==> src/design/rpb_pkg.sv <==
`timescale 1ns / 1ps

package rpb_pkg;

    localparam logic [2:0] MODE_MULTIPLY  = 3'd0;
    localparam logic [2:0] MODE_SCREEN    = 3'd1;
    localparam logic [2:0] MODE_SUBTRACT  = 3'd2;
    localparam logic [2:0] MODE_OVERLAY   = 3'd3;
    localparam logic [2:0] MODE_ADD       = 3'd4;
    localparam logic [2:0] MODE_SCALE     = 3'd5;
    localparam logic [2:0] MODE_REPLICATE = 3'd6;
    localparam logic [2:0] MODE_PASS      = 3'd7;

    localparam logic [1:0] CFG_MODE   = 2'd0;
    localparam logic [1:0] CFG_CHAN   = 2'd1;
    localparam logic [1:0] CFG_AMOUNT = 2'd2;

    localparam logic [1:0] CHAN_NONE = 2'd3;

    // floor(x / 255) == (x * DIV_K) >> DIV_SHIFT for x below 2^18
    localparam logic [18:0] DIV_K      = 19'd263173;
    localparam int          DIV_SHIFT  = 26;
    localparam logic [17:0] ROUND_BIAS = 18'd127;

    typedef struct packed {
        logic [7:0]        opa;
        logic [7:0]        opb;
        logic signed [8:0] amt;
        logic              dbl;
        logic              inv;
        logic              use_div;
        logic              scale;
        logic [7:0]        direct;
    } t_chan_op;

    function automatic logic [7:0] sat8(input logic signed [19:0] v);
        logic [7:0] res;
        if (v < 0) begin
            res = 8'd0;
        end else if (v > 20'sd255) begin
            res = 8'd255;
        end else begin
            res = v[7:0];
        end
        return res;
    endfunction

endpackage

==> src/design/rpb_front.sv <==
`timescale 1ns / 1ps

module rpb_front
    import rpb_pkg::*;
(
    input  logic                  i_clk,
    input  logic [2:0][7:0]       i_top,
    input  logic [2:0][7:0]       i_bot,
    input  logic [2:0]            i_mode,
    input  logic [1:0]            i_chan,
    input  logic signed [8:0]     i_amount,
    output t_chan_op [2:0]        o_ops
);

    t_chan_op [2:0] n_ops;
    t_chan_op [2:0] r_ops;
    logic [7:0]     sel_val;
    logic           sel_ok;

    assign sel_ok  = (i_chan != CHAN_NONE);
    assign sel_val = sel_ok ? i_top[i_chan] : 8'd0;

    always_comb begin
        for (int i = 0; i < 3; i++) begin
            n_ops[i].opa     = i_top[i];
            n_ops[i].opb     = i_bot[i];
            n_ops[i].amt     = i_amount;
            n_ops[i].dbl     = 1'b0;
            n_ops[i].inv     = 1'b0;
            n_ops[i].use_div = 1'b0;
            n_ops[i].scale   = 1'b0;
            n_ops[i].direct  = i_top[i];
            unique case (i_mode)
                MODE_MULTIPLY: begin
                    n_ops[i].use_div = 1'b1;
                end
                MODE_SCREEN: begin
                    n_ops[i].opa     = ~i_top[i];
                    n_ops[i].opb     = ~i_bot[i];
                    n_ops[i].inv     = 1'b1;
                    n_ops[i].use_div = 1'b1;
                end
                MODE_SUBTRACT: begin
                    n_ops[i].direct = (i_top[i] > i_bot[i]) ? (i_top[i] - i_bot[i]) : 8'd0;
                end
                MODE_OVERLAY: begin
                    n_ops[i].dbl     = 1'b1;
                    n_ops[i].use_div = 1'b1;
                    if (i_bot[i][7]) begin
                        n_ops[i].opa = ~i_top[i];
                        n_ops[i].opb = ~i_bot[i];
                        n_ops[i].inv = 1'b1;
                    end
                end
                MODE_ADD: begin
                    if (sel_ok && (i_chan == 2'(i))) begin
                        n_ops[i].direct = sat8(20'(signed'({2'b00, i_top[i]}))
                                               + 20'(i_amount));
                    end
                end
                MODE_SCALE: begin
                    if (sel_ok && (i_chan == 2'(i))) begin
                        n_ops[i].scale = 1'b1;
                    end
                end
                MODE_REPLICATE: begin
                    if (sel_ok) begin
                        n_ops[i].direct = sel_val;
                    end
                end
                MODE_PASS: begin
                    n_ops[i].direct = i_top[i];
                end
                default: begin
                    n_ops[i].direct = i_top[i];
                end
            endcase
        end
    end

    always_ff @(posedge i_clk) begin
        r_ops <= n_ops;
    end

    assign o_ops = r_ops;

endmodule

==> src/design/rpb_chan_core.sv <==
`timescale 1ns / 1ps

module rpb_chan_core
    import rpb_pkg::*;
(
    input  logic       i_clk,
    input  t_chan_op   i_op,
    output logic [7:0] o_res
);

    // stage 2: product
    logic signed [9:0]  mul_a;
    logic signed [9:0]  mul_b;
    logic signed [19:0] n_prod;
    logic signed [19:0] r_prod;
    logic               r_dbl2;
    logic               r_inv2;
    logic               r_div2;
    logic               r_scale2;
    logic [7:0]         r_direct2;

    assign mul_a  = signed'({2'b00, i_op.opa});
    assign mul_b  = i_op.scale ? signed'({i_op.amt[8], i_op.amt}) : signed'({2'b00, i_op.opb});
    assign n_prod = mul_a * mul_b;

    always_ff @(posedge i_clk) begin
        r_prod    <= n_prod;
        r_dbl2    <= i_op.dbl;
        r_inv2    <= i_op.inv;
        r_div2    <= i_op.use_div;
        r_scale2  <= i_op.scale;
        r_direct2 <= i_op.direct;
    end

    // stage 3: reciprocal multiply
    logic [17:0] div_x;
    logic [36:0] n_m;
    logic [36:0] r_m;
    logic [7:0]  n_direct3;
    logic [7:0]  r_direct3;
    logic        r_inv3;
    logic        r_div3;

    assign div_x = (r_dbl2 ? {r_prod[16:0], 1'b0} : {1'b0, r_prod[16:0]}) + ROUND_BIAS;
    assign n_m   = 37'(div_x) * 37'(DIV_K);
    assign n_direct3 = r_scale2 ? sat8(r_prod) : r_direct2;

    always_ff @(posedge i_clk) begin
        r_m       <= n_m;
        r_direct3 <= n_direct3;
        r_inv3    <= r_inv2;
        r_div3    <= r_div2;
    end

    // stage 4: pick result
    logic [7:0] quot;
    logic [7:0] n_res;
    logic [7:0] r_res;

    assign quot  = r_m[DIV_SHIFT+7:DIV_SHIFT];
    assign n_res = r_div3 ? (r_inv3 ? ~quot : quot) : r_direct3;

    always_ff @(posedge i_clk) begin
        r_res <= n_res;
    end

    assign o_res = r_res;

endmodule

==> src/design/rgb_pixel_blend_unit.sv <==
`timescale 1ns / 1ps
// rgb pixel blend unit
// item in: pulse start with the six top/bottom channel values; busy is
// always low, so an item is taken on every cycle start is high.
// item out: o_strobe is high for one cycle with o_out_red/green/blue; the
// receiver must take it then, there is no backpressure.
// pipeline: operand select, 10x10 product, reciprocal multiply for the
// divide by 255 and result select, each a register stage.
// throughput: one item per cycle, set by the fully pipelined per-channel
// multipliers; items do not depend on each other.
// config: write i_cfg_data to register i_cfg_idx (0 mode, 1 channel,
// 2 signed amount) while i_cfg_we is high; index 3 is ignored. write only
// when no item is in flight.
// reset: i_rst_n low clears the config registers to zero (multiply mode) and
// drops all in-flight items; nothing is output until new items arrive.

module rgb_pixel_blend_unit
    import rpb_pkg::*;
(
    input  logic       i_clk,
    input  logic       i_rst_n,
    input  logic       start,
    output logic       busy,
    input  logic [7:0] i_top_red,
    input  logic [7:0] i_top_green,
    input  logic [7:0] i_top_blue,
    input  logic [7:0] i_bottom_red,
    input  logic [7:0] i_bottom_green,
    input  logic [7:0] i_bottom_blue,
    input  logic       i_cfg_we,
    input  logic [1:0] i_cfg_idx,
    input  logic [8:0] i_cfg_data,
    output logic       o_strobe,
    output logic [7:0] o_out_red,
    output logic [7:0] o_out_green,
    output logic [7:0] o_out_blue
);

    logic [2:0]        r_mode;
    logic [1:0]        r_chan;
    logic signed [8:0] r_amount;

    always_ff @(posedge i_clk) begin
        if (!i_rst_n) begin
            r_mode   <= MODE_MULTIPLY;
            r_chan   <= 2'd0;
            r_amount <= 9'sd0;
        end else if (i_cfg_we) begin
            unique case (i_cfg_idx)
                CFG_MODE:   r_mode   <= i_cfg_data[2:0];
                CFG_CHAN:   r_chan   <= i_cfg_data[1:0];
                CFG_AMOUNT: r_amount <= signed'(i_cfg_data);
                default: begin
                end
            endcase
        end
    end

    assign busy = 1'b0;

    logic [3:0] r_vld;
    logic [3:0] n_vld;

    assign n_vld = {r_vld[2:0], start & ~busy};

    always_ff @(posedge i_clk) begin
        if (!i_rst_n) begin
            r_vld <= '0;
        end else begin
            r_vld <= n_vld;
        end
    end

    logic [2:0][7:0] top_pix;
    logic [2:0][7:0] bot_pix;
    t_chan_op [2:0]  ops;
    logic [2:0][7:0] res;

    assign top_pix = {i_top_blue, i_top_green, i_top_red};
    assign bot_pix = {i_bottom_blue, i_bottom_green, i_bottom_red};

    rpb_front u_front (
        .i_clk    (i_clk),
        .i_top    (top_pix),
        .i_bot    (bot_pix),
        .i_mode   (r_mode),
        .i_chan   (r_chan),
        .i_amount (r_amount),
        .o_ops    (ops)
    );

    for (genvar g = 0; g < 3; g++) begin : g_chan
        rpb_chan_core u_core (
            .i_clk (i_clk),
            .i_op  (ops[g]),
            .o_res (res[g])
        );
    end

    assign o_strobe    = r_vld[3];
    assign o_out_red   = res[0];
    assign o_out_green = res[1];
    assign o_out_blue  = res[2];

endmodule
==> config.mk <==
export PLATFORM = sky130hd
export DESIGN_NAME = rgb_pixel_blend_unit
export DESIGN_NICKNAME = d
export VERILOG_FILES = /design/src/design/rpb_pkg.sv /design/src/design/rpb_front.sv /design/src/design/rpb_chan_core.sv /design/src/design/rgb_pixel_blend_unit.sv
export SDC_FILE = /design/constraint.sdc
export NUM_CORES = 1
export LEC_CHECK = 0
export ABC_AREA = 1
export BUFFER_PORTS_ARGS = -buffer_cell sky130_fd_sc_hd__buf_2
export CELL_PAD_IN_SITES_DETAIL_PLACEMENT = 1
export CELL_PAD_IN_SITES_GLOBAL_PLACEMENT = 1
export CORE_AREA = 2 2 251 253
export CTS_BUF_LIST = sky130_fd_sc_hd__clkbuf_2 sky130_fd_sc_hd__clkbuf_4 sky130_fd_sc_hd__clkbuf_8
export DETAILED_ROUTE_END_ITERATION = 8
export DIE_AREA = 0 0 253 255
export PLACE_DENSITY = 0.85
export SLEW_MARGIN = 40
export SYNTH_ARGS = -nofsm -noshare
export SYNTH_HDL_FRONTEND = slang
export SYNTH_HIERARCHICAL = 1
export SYNTH_SLANG_ARGS = --single-unit
==> constraint.sdc <==
create_clock -name i_clk -period 6.55 [get_ports i_clk]
set_input_delay 0.3275 -clock i_clk [delete_from_list [all_inputs] [get_ports i_clk]]
set_output_delay 0.3275 -clock i_clk [all_outputs]
set_load 0.005 [all_outputs]
==> impl_metrics.py, run 1 <==
metrics = {
    "run_status": {
        "outcome": "finished clean",
    },
    "layout": {
        "final_area_um2": 32620,
        "layout_commonest_cell": "nand2_1",
        "drive_gt1_frac": 0.07505,
        "nets": 4803,
        "instances_no_fill": 4906,
        "layout_common_cells": "857 x nand2_1, 730 x inv_1, 444 x ha_1",
        "syn_to_final_growth_pct": 9.019,
    },
    "floorplan": {
        "initial_utilization": 0.4814,
        "die_y_um": 255,
        "die_area_um2": 64520,
        "dieWidth_um": 253,
        "core_um2": 62160,
        "placementRows": 92,
        "num_io_pins": 89,
    },
    "cts": {
        "clock-sinks": 278,
        "cts_root_buf": "clkbuf_8",
        "cts_made_buffers": 52,
        "cts_resized": 0,
        "clk_path_buf_depth": 3,
        "htree_levels": 2,
        "tritoncts": "yes",
        "hold_buffers": 46,
        "cts_setup_buffers": 0,
        "path_clk_slew_ps": 70,
        "clock_latency_ps": 660,
    },
    "setup_path": {
        "critPathCaptureType": "register",
        "startpoint_type": "register",
        "startpoint": "g_chan[0].u_core/r_dbl2",
        "r2r-start": "g_chan[0].u_core/r_dbl2",
        "critPathMaxFanout": 30,
        "reg2reg_to": "g_chan[0].u_core/r_m[33]",
        "path_class": "register to register",
        "required_ps": 7080,
        "rrSetupSlack_ps": 1110,
        "r2r_cells": 25,
        "critPathArrivalTime_ps": 5980,
    },
    "hold_path": {
        "hp-start": "i_top_blue[1]",
        "min_to": "u_front/o_ops[104]",
        "hp-class": "input pin to register",
        "whs_path_depth": 2,
    },
    "synthesis": {
        "yosysSeqAreaShare": 0.1860,
        "synth_cell_types": 64,
        "synth_seq_cells": 278,
        "syn_area_um2": 29920,
        "yosys-top-cells-area": "dfxtp_1 19%, ha_1 19%, fa_1 15%, nand2_1 11%, inv_1 9.2%",
        "synth.avg_cell_area_um2": 7.606,
        "synth_top_area_frac": 0.1860,
        "yosysWarnings": 6,
        "synthCells": 3934,
        "synth_top_area_cell": "dfxtp_1",
        "synth_nets": 4672,
    },
    "global_routing": {
        "grt_pass1_vias": 28600,
        "grt_use_met3": 0.03498,
        "grt_util_met2": 0.5294,
        "grt_use_met1": 0.3497,
        "grt-ovfl-total": 0,
        "grt_most_used_layer": "met2",
        "track_usage": 0.2924,
        "grt_pass1_wl_um": 149600,
        "grt_start_max_net_pins": 31,
        "antenna_found_initial": 3,
    },
    "sta": {
        "finalSetupViolCount": 0,
        "drv_slew": 0,
        "finalCriticalPeriod_ps": 5443,
        "fin_tns_setup_ps": 0,
        "hold_violations": 0,
        "finalClockSkew_ps": 36.30,
        "fin_ws_ps": 1107,
        "period_share": 0.8310,
        "fmax_mhz": 183.7,
        "max-slew-margin-rel": 0.4342,
        "worstMarginPinSlew_ps": 839.8,
        "rsz0062_at_grt": "false",
    },
    "placed_design": {
        "gp_congestion": 0.9243,
        "pre_cts_ws_ps": 1148,
        "io_buffers": 87,
        "hpwl_um": 75150,
        "dpl-instance-area_um2": 30930,
        "dp.cells": 4764,
    },
    "route": {
        "drc_errors": 0,
        "drt_pre_antenna_iters": 5,
        "postRouteAntennaNets": 0,
        "routedWlPerCell_um": 19.18,
        "wl_um": 94110,
        "drt_iter0_markers": 1371,
        "vias": 26380,
        "via_per_inst": 5.377,
    },
    "flow_run": {
        "cap_violations": 0,
    },
}
## metal layers
layer  wire, µm  vias up
met3       3750      232
met1      39360    12870
li1           -    12630
met4       4044        0
met2      46960      648
met5          0        -
## kinds of logic (layout without fill, tap and decap cells)
group,after synthesis,count (layout),synth area share
AO/OA/AOI/OAI,442,442,0.08526
XOR/XNOR,180,180,0.05720
adder cells (fa/ha/maj),675,675,0.3402
buffers and inverters,814,984,0.1106
flip-flops,278,278,0.1860
multiplexers,5,5,0.001673
other,1,4,0.0001253
AND/OR/NAND/NOR,1539,1539,0.2190
## cells in the mapped netlist (all sizes together)
cell type and n:
o21bai 5, a31oi 14, nor2 374, o21ai 189, dfxtp 278, buf 51
nand3b 9, clkbuf 11, a211oi 3, a221oi 3, inv 743, and2 6
clkinv 9, or2 13, a21oi 162, nand2 881, nand3 158, xor2 123
o31ai 3, mux2i 5, nor3 32, conb 1, ha 444, xnor2 57
o211ai 8, nor4 12, o21a 12, a21boi 6, a31o 3, a22oi 6
fa 231, nand4 53, o221ai 9, a21o 19, nor3b 1
## per-stage QoR
stage / hold WS, ps / util
2_1_floorplan: 309.6 / -
3_3_place_gp: 310.8 / 0.4974
6_report: 31.71 / 0.5248
5_1_grt: 14.68 / 0.5248
4_1_cts: 0.4858 / 0.5247
3_5_place_dp: 313.2 / 0.4975
## layout make-up
class                      instances  area, µm²
fill                            7853      29540
multi-input combinational       2842      21060
sequential                       278       5565
inverter                         752       2825
tap                              799      999.7
timing repair buffer             139      940.9
clock buffer                      73      929.6
clock inverter                    20      299.0
antenna                            3      7.507
## worst max-delay path, stage by stage, from the launching register on
cell	delay, ps
dfxtp_1	310
buf_4	330
inv_1	190
a21oi_1	210
nand2_1	100
inv_1	110
nand4_4	130
nand3_2	130
xor2_1	430
ha_1	320
ha_1	280
inv_1	50
fa_1	420
fa_1	490
inv_1	50
ha_1	310
ha_1	340
nand2_1	90
inv_1	70
nand4_1	130
nor3_1	310
o211ai_1	150
nor2_1	130
nand2_1	100
nand3_1	90
nand2_1	60
## state kept, by name, indices dropped and copies added, names as in the netlist
register                 cells
r_chan                       2
g_chan.u_core/r_direct3     24
r_vld                        4
g_chan.u_core/r_div3         3
g_chan.u_core/r_inv2         3
u_front/o_ops               89
g_chan.u_core/r_m           24
r_amount                     9
g_chan.u_core/r_div2         3
g_chan.u_core/r_inv3         3
g_chan.u_core/r_direct2     24
g_chan.u_core/r_dbl2         3
g_chan.u_core/o_res         24
g_chan.u_core/r_prod        57
r_mode                       3
g_chan.u_core/r_scale2       3
## how the worst max path moves through the flow
stage / end / slack (ps) / depth (start not counted)
2_1_floorplan: g_chan[1].u_core/r_m[30] / 1790 / 30
3_3_place_gp: g_chan[2].u_core/r_m[31] / 1290 / 26
3_5_place_dp: g_chan[0].u_core/r_m[33] / 1150 / 25
4_1_cts: g_chan[0].u_core/r_m[33] / 1130 / 25
5_1_grt: g_chan[2].u_core/r_m[31] / 590 / 26
6_report: g_chan[0].u_core/r_m[33] / 1110 / 25
Power of run 1 is not shown: default switching activity piles up to over one toggle a cycle in this logic, so the estimate is an artifact.
==> run 2: changes to the inputs <==
==> constraint.sdc (replaced) <==
create_clock -name i_clk -period 5.06 [get_ports i_clk]
set_input_delay 0.253 -clock i_clk [delete_from_list [all_inputs] [get_ports i_clk]]
set_output_delay 0.253 -clock i_clk [all_outputs]
set_load 0.005 [all_outputs]
==> run 2 against run 1 <==
Setup slack got worse by 1000 ps; sequential cell count did not move; routed wire length rose by 8.9%; cell area rose by 3.8%; critical path depth rose by 5; hold slack improved by 60 ps; maximum frequency rose by 9.3%; sequential share of layout area fell by 0.52 points; global-route usage rose by 1.5 points.
==> impl_metrics.py, run 2 (synthesis results as in run 1) <==
metrics = {
    "sta": {
        "fin_ws_ps": 78.59,
        "holdWs_ps": 91.89,
        "rsz0062_at_grt": "true",
        "fmax_mhz": 200.7,
        "worstMarginPinSlew_ps": 824.3,
        "finalCriticalPeriod_ps": 4981,
        "drv_slew": 0,
        "hold_violations": 0,
        "period_share": 0.9845,
        "max-slew-margin-rel": 0.4499,
        "finalSetupViolCount": 0,
        "finalClockSkew_ps": 62.28,
    },
    "route": {
        "drt_iter0_markers": 1621,
        "drt_pre_antenna_iters": 5,
        "vias": 27480,
        "m1WireLength_um": 41390,
        "wl_um": 102500,
        "routed.top_layer": "met5",
        "routed-wl-met3_um": 4214,
        "postRouteAntennaNets": 0,
        "via_per_inst": 5.498,
        "routedWlPerCell_um": 20.51,
        "drc_errors": 0,
        "dr_wl_met2_um": 51880,
    },
    "cts": {
        "clock-sinks": 278,
        "cts_made_buffers": 50,
        "htree_levels": 2,
        "clock_latency_ps": 670,
        "clk_path_buf_depth": 3,
        "cts_root_buf": "clkbuf_8",
        "path_clk_slew_ps": 60,
        "tritoncts": "yes",
    },
    "placed_design": {
        "hpwl_um": 77130,
        "gp_congestion": 0.9555,
        "io_buffers": 87,
        "pre_cts_ws_ps": -250.0,
    },
    "global_routing": {
        "grt_start_max_net_pins": 25,
        "antenna_found_initial": 5,
        "track_usage": 0.3071,
        "grt_pass1_wl_um": 156600,
        "grt_pass1_vias": 29900,
        "grt-ovfl-total": 0,
    },
    "layout": {
        "regArea_um2": 5597,
        "multi_input_area_um2": 21610,
        "layout_common_cells": "842 x nand2_1, 725 x inv_1, 422 x ha_1",
        "fillers": 7821,
        "syn_to_final_growth_pct": 13.11,
        "drive_gt1_frac": 0.1151,
        "nets": 4898,
        "largest_reg_flops": 89,
        "layout_commonest_cell": "nand2_1",
    },
    "floorplan": {
        "die_y_um": 255,
        "die_area_um2": 64520,
        "dieWidth_um": 253,
        "initial_utilization": 0.4814,
        "core_um2": 62160,
        "num_io_pins": 89,
        "placementRows": 92,
    },
    "setup_path": {
        "r2r_cells": 30,
        "path_class": "register to register",
        "critPathArrivalTime_ps": 5580,
        "crit_slowest_cell": "fa_1",
        "crit_buf_inv": 5,
        "required_ps": 5660,
        "reg2reg_to": "g_chan[1].u_core/r_m[33]",
        "critPathMostFrequentCell": "nand2_1",
        "r2r-start": "g_chan[1].u_core/r_prod[0]",
        "startpoint_type": "register",
        "rrSetupSlack_ps": 80,
        "startpoint": "g_chan[1].u_core/r_prod[0]",
        "critPathCaptureType": "register",
        "critPathMaxFanout": 4,
        "crit_path_max_incr_delay_ps": 530,
        "cp_top_family": "adder cells",
    },
    "hold_path": {
        "min_to": "u_front/o_ops[110]",
        "hp-class": "input pin to register",
        "hp-start": "i_top_blue[7]",
        "whs_path_depth": 4,
    },
    "run_status": {
        "outcome": "finished clean",
    },
    "flow_run": {
        "cap_violations": 0,
    },
}
[run 2: worst max path at each step]
stage / depth (start not counted) / end
global placement: 16 / g_chan[1].u_core/r_prod[16]
finish: 30 / g_chan[1].u_core/r_m[33]
CTS: 17 / g_chan[1].u_core/r_prod[16]
global route: 27 / g_chan[2].u_core/r_m[32]
detailed placement: 18 / g_chan[1].u_core/r_prod[17]
floorplan: 30 / g_chan[1].u_core/r_m[30]
[run 2: final cells by class]
class	count	area share
Multi-Input combinational cell	2842	0.6385
Sequential cell	278	0.1654
Inverter	752	0.08347
Timing Repair Buffer	236	0.05212
Tap cell	799	0.02954
Clock buffer	75	0.02773
Clock inverter	13	0.003068
Antenna cell	3	0.0002218
[run 2: through the flow]
stage	TNS, ps	util	instances	cell area (µm²)
2_1_floorplan	0	-	3934	29920
3_3_place_gp	-70.62	0.5045	4821	31360
3_5_place_dp	-837.2	0.5046	4821	31370
4_1_cts	-39.60	0.5335	4978	33160
5_1_grt	-1354	0.5444	4996	33840
6_report	0	0.5445	4998	33850
[run 2: repair_timing]
item	4_1_cts	5_1_grt
endpoints found under the setup margin	16	41
resized for setup	17	129
hold buffers	69	0
cloned	0	1
setup buffers	0	16
pin swaps	2	31
endpoints found under the hold margin	67	0
[run 2: worst reg2reg max path, delay by kind of cell (launching register included)]
kind	cells	cell delay (ps)
XOR/XNOR	1	290
AND/OR/NAND/NOR	16	1770
AO/OA/AOI/OAI	1	210
adder cells (fa/ha/maj)	7	2020
buffers and inverters	5	360
flip-flops	1	330
[run 2: per-layer routing]
layer	up-vias	GRT usage
met4	2	0.1434
met2	815	0.5593
met1	13560	0.3593
met5	-	0
met3	304	0.03773
li1	12800	-
Power of run 2 is left out for the same reason.
==> run 3: changes to the inputs <==
--- a/config.mk
+++ b/config.mk
@@ -6,13 +6,13 @@
 export NUM_CORES = 1
 export LEC_CHECK = 0
 export ABC_AREA = 1
-export BUFFER_PORTS_ARGS = -buffer_cell sky130_fd_sc_hd__buf_2
 export CELL_PAD_IN_SITES_DETAIL_PLACEMENT = 1
 export CELL_PAD_IN_SITES_GLOBAL_PLACEMENT = 1
-export CORE_AREA = 2 2 251 253
+export CORE_AREA = 2 2 248 250
 export CTS_BUF_LIST = sky130_fd_sc_hd__clkbuf_2 sky130_fd_sc_hd__clkbuf_4 sky130_fd_sc_hd__clkbuf_8
 export DETAILED_ROUTE_END_ITERATION = 8
-export DIE_AREA = 0 0 253 255
+export DIE_AREA = 0 0 250 252
+export DONT_BUFFER_PORTS = 1
 export PLACE_DENSITY = 0.85
 export SLEW_MARGIN = 40
 export SYNTH_ARGS = -nofsm -noshare
==> run 3 against run 2 <==
The flow now finishes with violations (setup timing); register-to-register slack lost 370 ps; first-iteration DRC count grew 8.5%; global-route usage grew 1.1 points; cell area grew 0.62%; final cell count shrank 1.3%; sequential share of layout area shrank 0.13 points; clock skew shrank 14 ps; setup slack lost 370 ps; utilization grew 2.2 points; critical path type unchanged.
==> impl_metrics.py, run 3 (synthesis results as in run 1) <==
metrics = {
    "setup_path": {
        "critPathMaxFanout": 15,
        "critPathCaptureType": "register",
        "critPathArrivalTime_ps": 5910,
        "path_class": "register to register",
        "rrSetupSlack_ps": -300,
        "startpoint_type": "register",
        "required_ps": 5620,
    },
    "route": {
        "postRouteAntennaNets": 0,
        "drc_errors": 0,
        "wl_um": 108100,
        "drt_pre_antenna_iters": 6,
        "via_per_inst": 5.644,
        "vias": 27840,
        "drt_iter0_markers": 1759,
        "routedWlPerCell_um": 21.92,
    },
    "sta": {
        "finalCriticalPeriod_ps": 5355,
        "rsz0062_at_grt": "true",
        "fmax_mhz": 186.7,
        "fin_tns_setup_ps": -703.9,
        "finalClockSkew_ps": 47.91,
        "period_share": 1.058,
        "worstMarginPinSlew_ps": 952.7,
        "drv_slew": 0,
        "hold_violations": 0,
        "max-slew-margin-rel": 0.3582,
        "fin_ws_ps": -295.5,
        "finalSetupViolCount": 6,
    },
    "global_routing": {
        "antenna_found_initial": 8,
        "grt_start_max_net_pins": 25,
        "grt_pass1_wl_um": 158600,
        "track_usage": 0.3181,
        "grt_pass1_vias": 29780,
        "grt-ovfl-total": 0,
    },
    "layout": {
        "nets": 4844,
        "largest_reg_flops": 89,
        "layout_commonest_cell": "nand2_1",
        "syn_to_final_growth_pct": 13.81,
        "drive_gt1_frac": 0.1083,
        "fillers": 7529,
        "layout_common_cells": "835 x nand2_1, 715 x inv_1, 422 x ha_1",
    },
    "placed_design": {
        "io_buffers": 0,
        "hpwl_um": 76180,
        "gp_congestion": 0.9416,
    },
    "floorplan": {
        "die_y_um": 252,
        "placementRows": 90,
        "num_io_pins": 89,
        "die_area_um2": 63000,
        "core_um2": 60130,
        "initial_utilization": 0.4976,
        "dieWidth_um": 250,
    },
    "cts": {
        "clock-sinks": 278,
        "tritoncts": "yes",
        "cts_root_buf": "clkbuf_8",
        "clock_latency_ps": 680,
        "path_clk_slew_ps": 70,
        "clk_path_buf_depth": 3,
        "htree_levels": 2,
        "cts_made_buffers": 52,
    },
    "hold_path": {
        "hp-class": "input pin to register",
    },
    "flow_run": {
        "cap_violations": 0,
    },
    "run_status": {
        "violations": "setup timing",
        "outcome": "finished with violations",
    },
}
## run 3: cell count changes in the layout (fill, tap and decap cells not counted), moves of 7 or more
cell	before	now
buf_4	76	91
nand2_2	31	38
inv_2	17	24
buf_2	87	0
nand2_1	842	835
inv_1	725	715
dlygate4sd3_1	69	82
## run 3: worst max-delay path, stage by stage (launching register included)
cell and delay [ps]:
dfxtp_2 370, buf_8 160, o21ai_2 260, nand2_1 190, nor2_1 310, nand3_1 140, nand3_1 150, nand2_1 150
inv_1 240, ha_4 180, ha_2 190, inv_1 70, fa_2 420, fa_1 420, inv_1 90, ha_1 270
ha_4 280, a21o_1 200, a21oi_2 230, o21ai_1 160, a21oi_1 280, nor2_1 110, nor2_2 160, nand2_2 80
nand2_1 60, nand2_1 50
## run 3: area by class of cell
| type | instances | area [µm²] | area share |
|---|---|---|---|
| multi-input cells | 2842 | 21750 | 0.6386 |
| flip-flops and latches | 278 | 5587 | 0.1640 |
| inverters | 752 | 2834 | 0.08321 |
| repair buffers | 180 | 1654 | 0.04857 |
| well taps | 782 | 978.4 | 0.02873 |
| clock buffers | 71 | 920.9 | 0.02704 |
| clock inverters | 24 | 325.3 | 0.009552 |
| diodes | 4 | 10.01 | 0.0002939 |
## run 3: routing by layer
layer  GRT usage  vias to the layer above  part of all wire
met5           0                        -           0.00031
met4      0.1685                        6             0.062
met3     0.04890                      421             0.057
met2      0.5607                     1093              0.49
met1      0.3736                    13600              0.39
li1            -                    12720                 -
## run 3: what timing repair did
item / in CTS / in global routing
pin swaps: 2 / 59
setup endpoints to repair: 14 / 41
gates cloned: 0 / 3
hold endpoints to repair: 93 / 0
resized for setup: 12 / 174
hold buffers: 82 / 0
setup buffers: 2 / 25
## run 3: path summary, 6_finish.rpt
kind,startpoint,cells past startpoint,to
setup reg to reg,g_chan[1].u_core/r_dbl2,25,g_chan[1].u_core/r_m[33]
hold / removal,i_top_red[0],4,u_front/o_ops[0]
hold reg to reg,g_chan[2].u_core/r_inv2,0,g_chan[2].u_core/r_inv3
setup / recovery,g_chan[1].u_core/r_dbl2,25,g_chan[1].u_core/r_m[33]
## run 3: through the flow
step	setup WS (ps)	area (µm²)	hold slack (ps)	cells	utilization
3_3_place_gp	15.80	30940	310.4	4722	0.5146
5_1_grt	-345.6	34050	45.41	4930	0.5662
6_report	-295.5	34060	42.35	4933	0.5664
4_1_cts	3.741	33080	6.058	4901	0.5501
2_1_floorplan	302.6	29920	309.6	3934	-
3_5_place_dp	-150.4	30950	313.5	4722	0.5146
Power of run 3 is left out for the same reason.
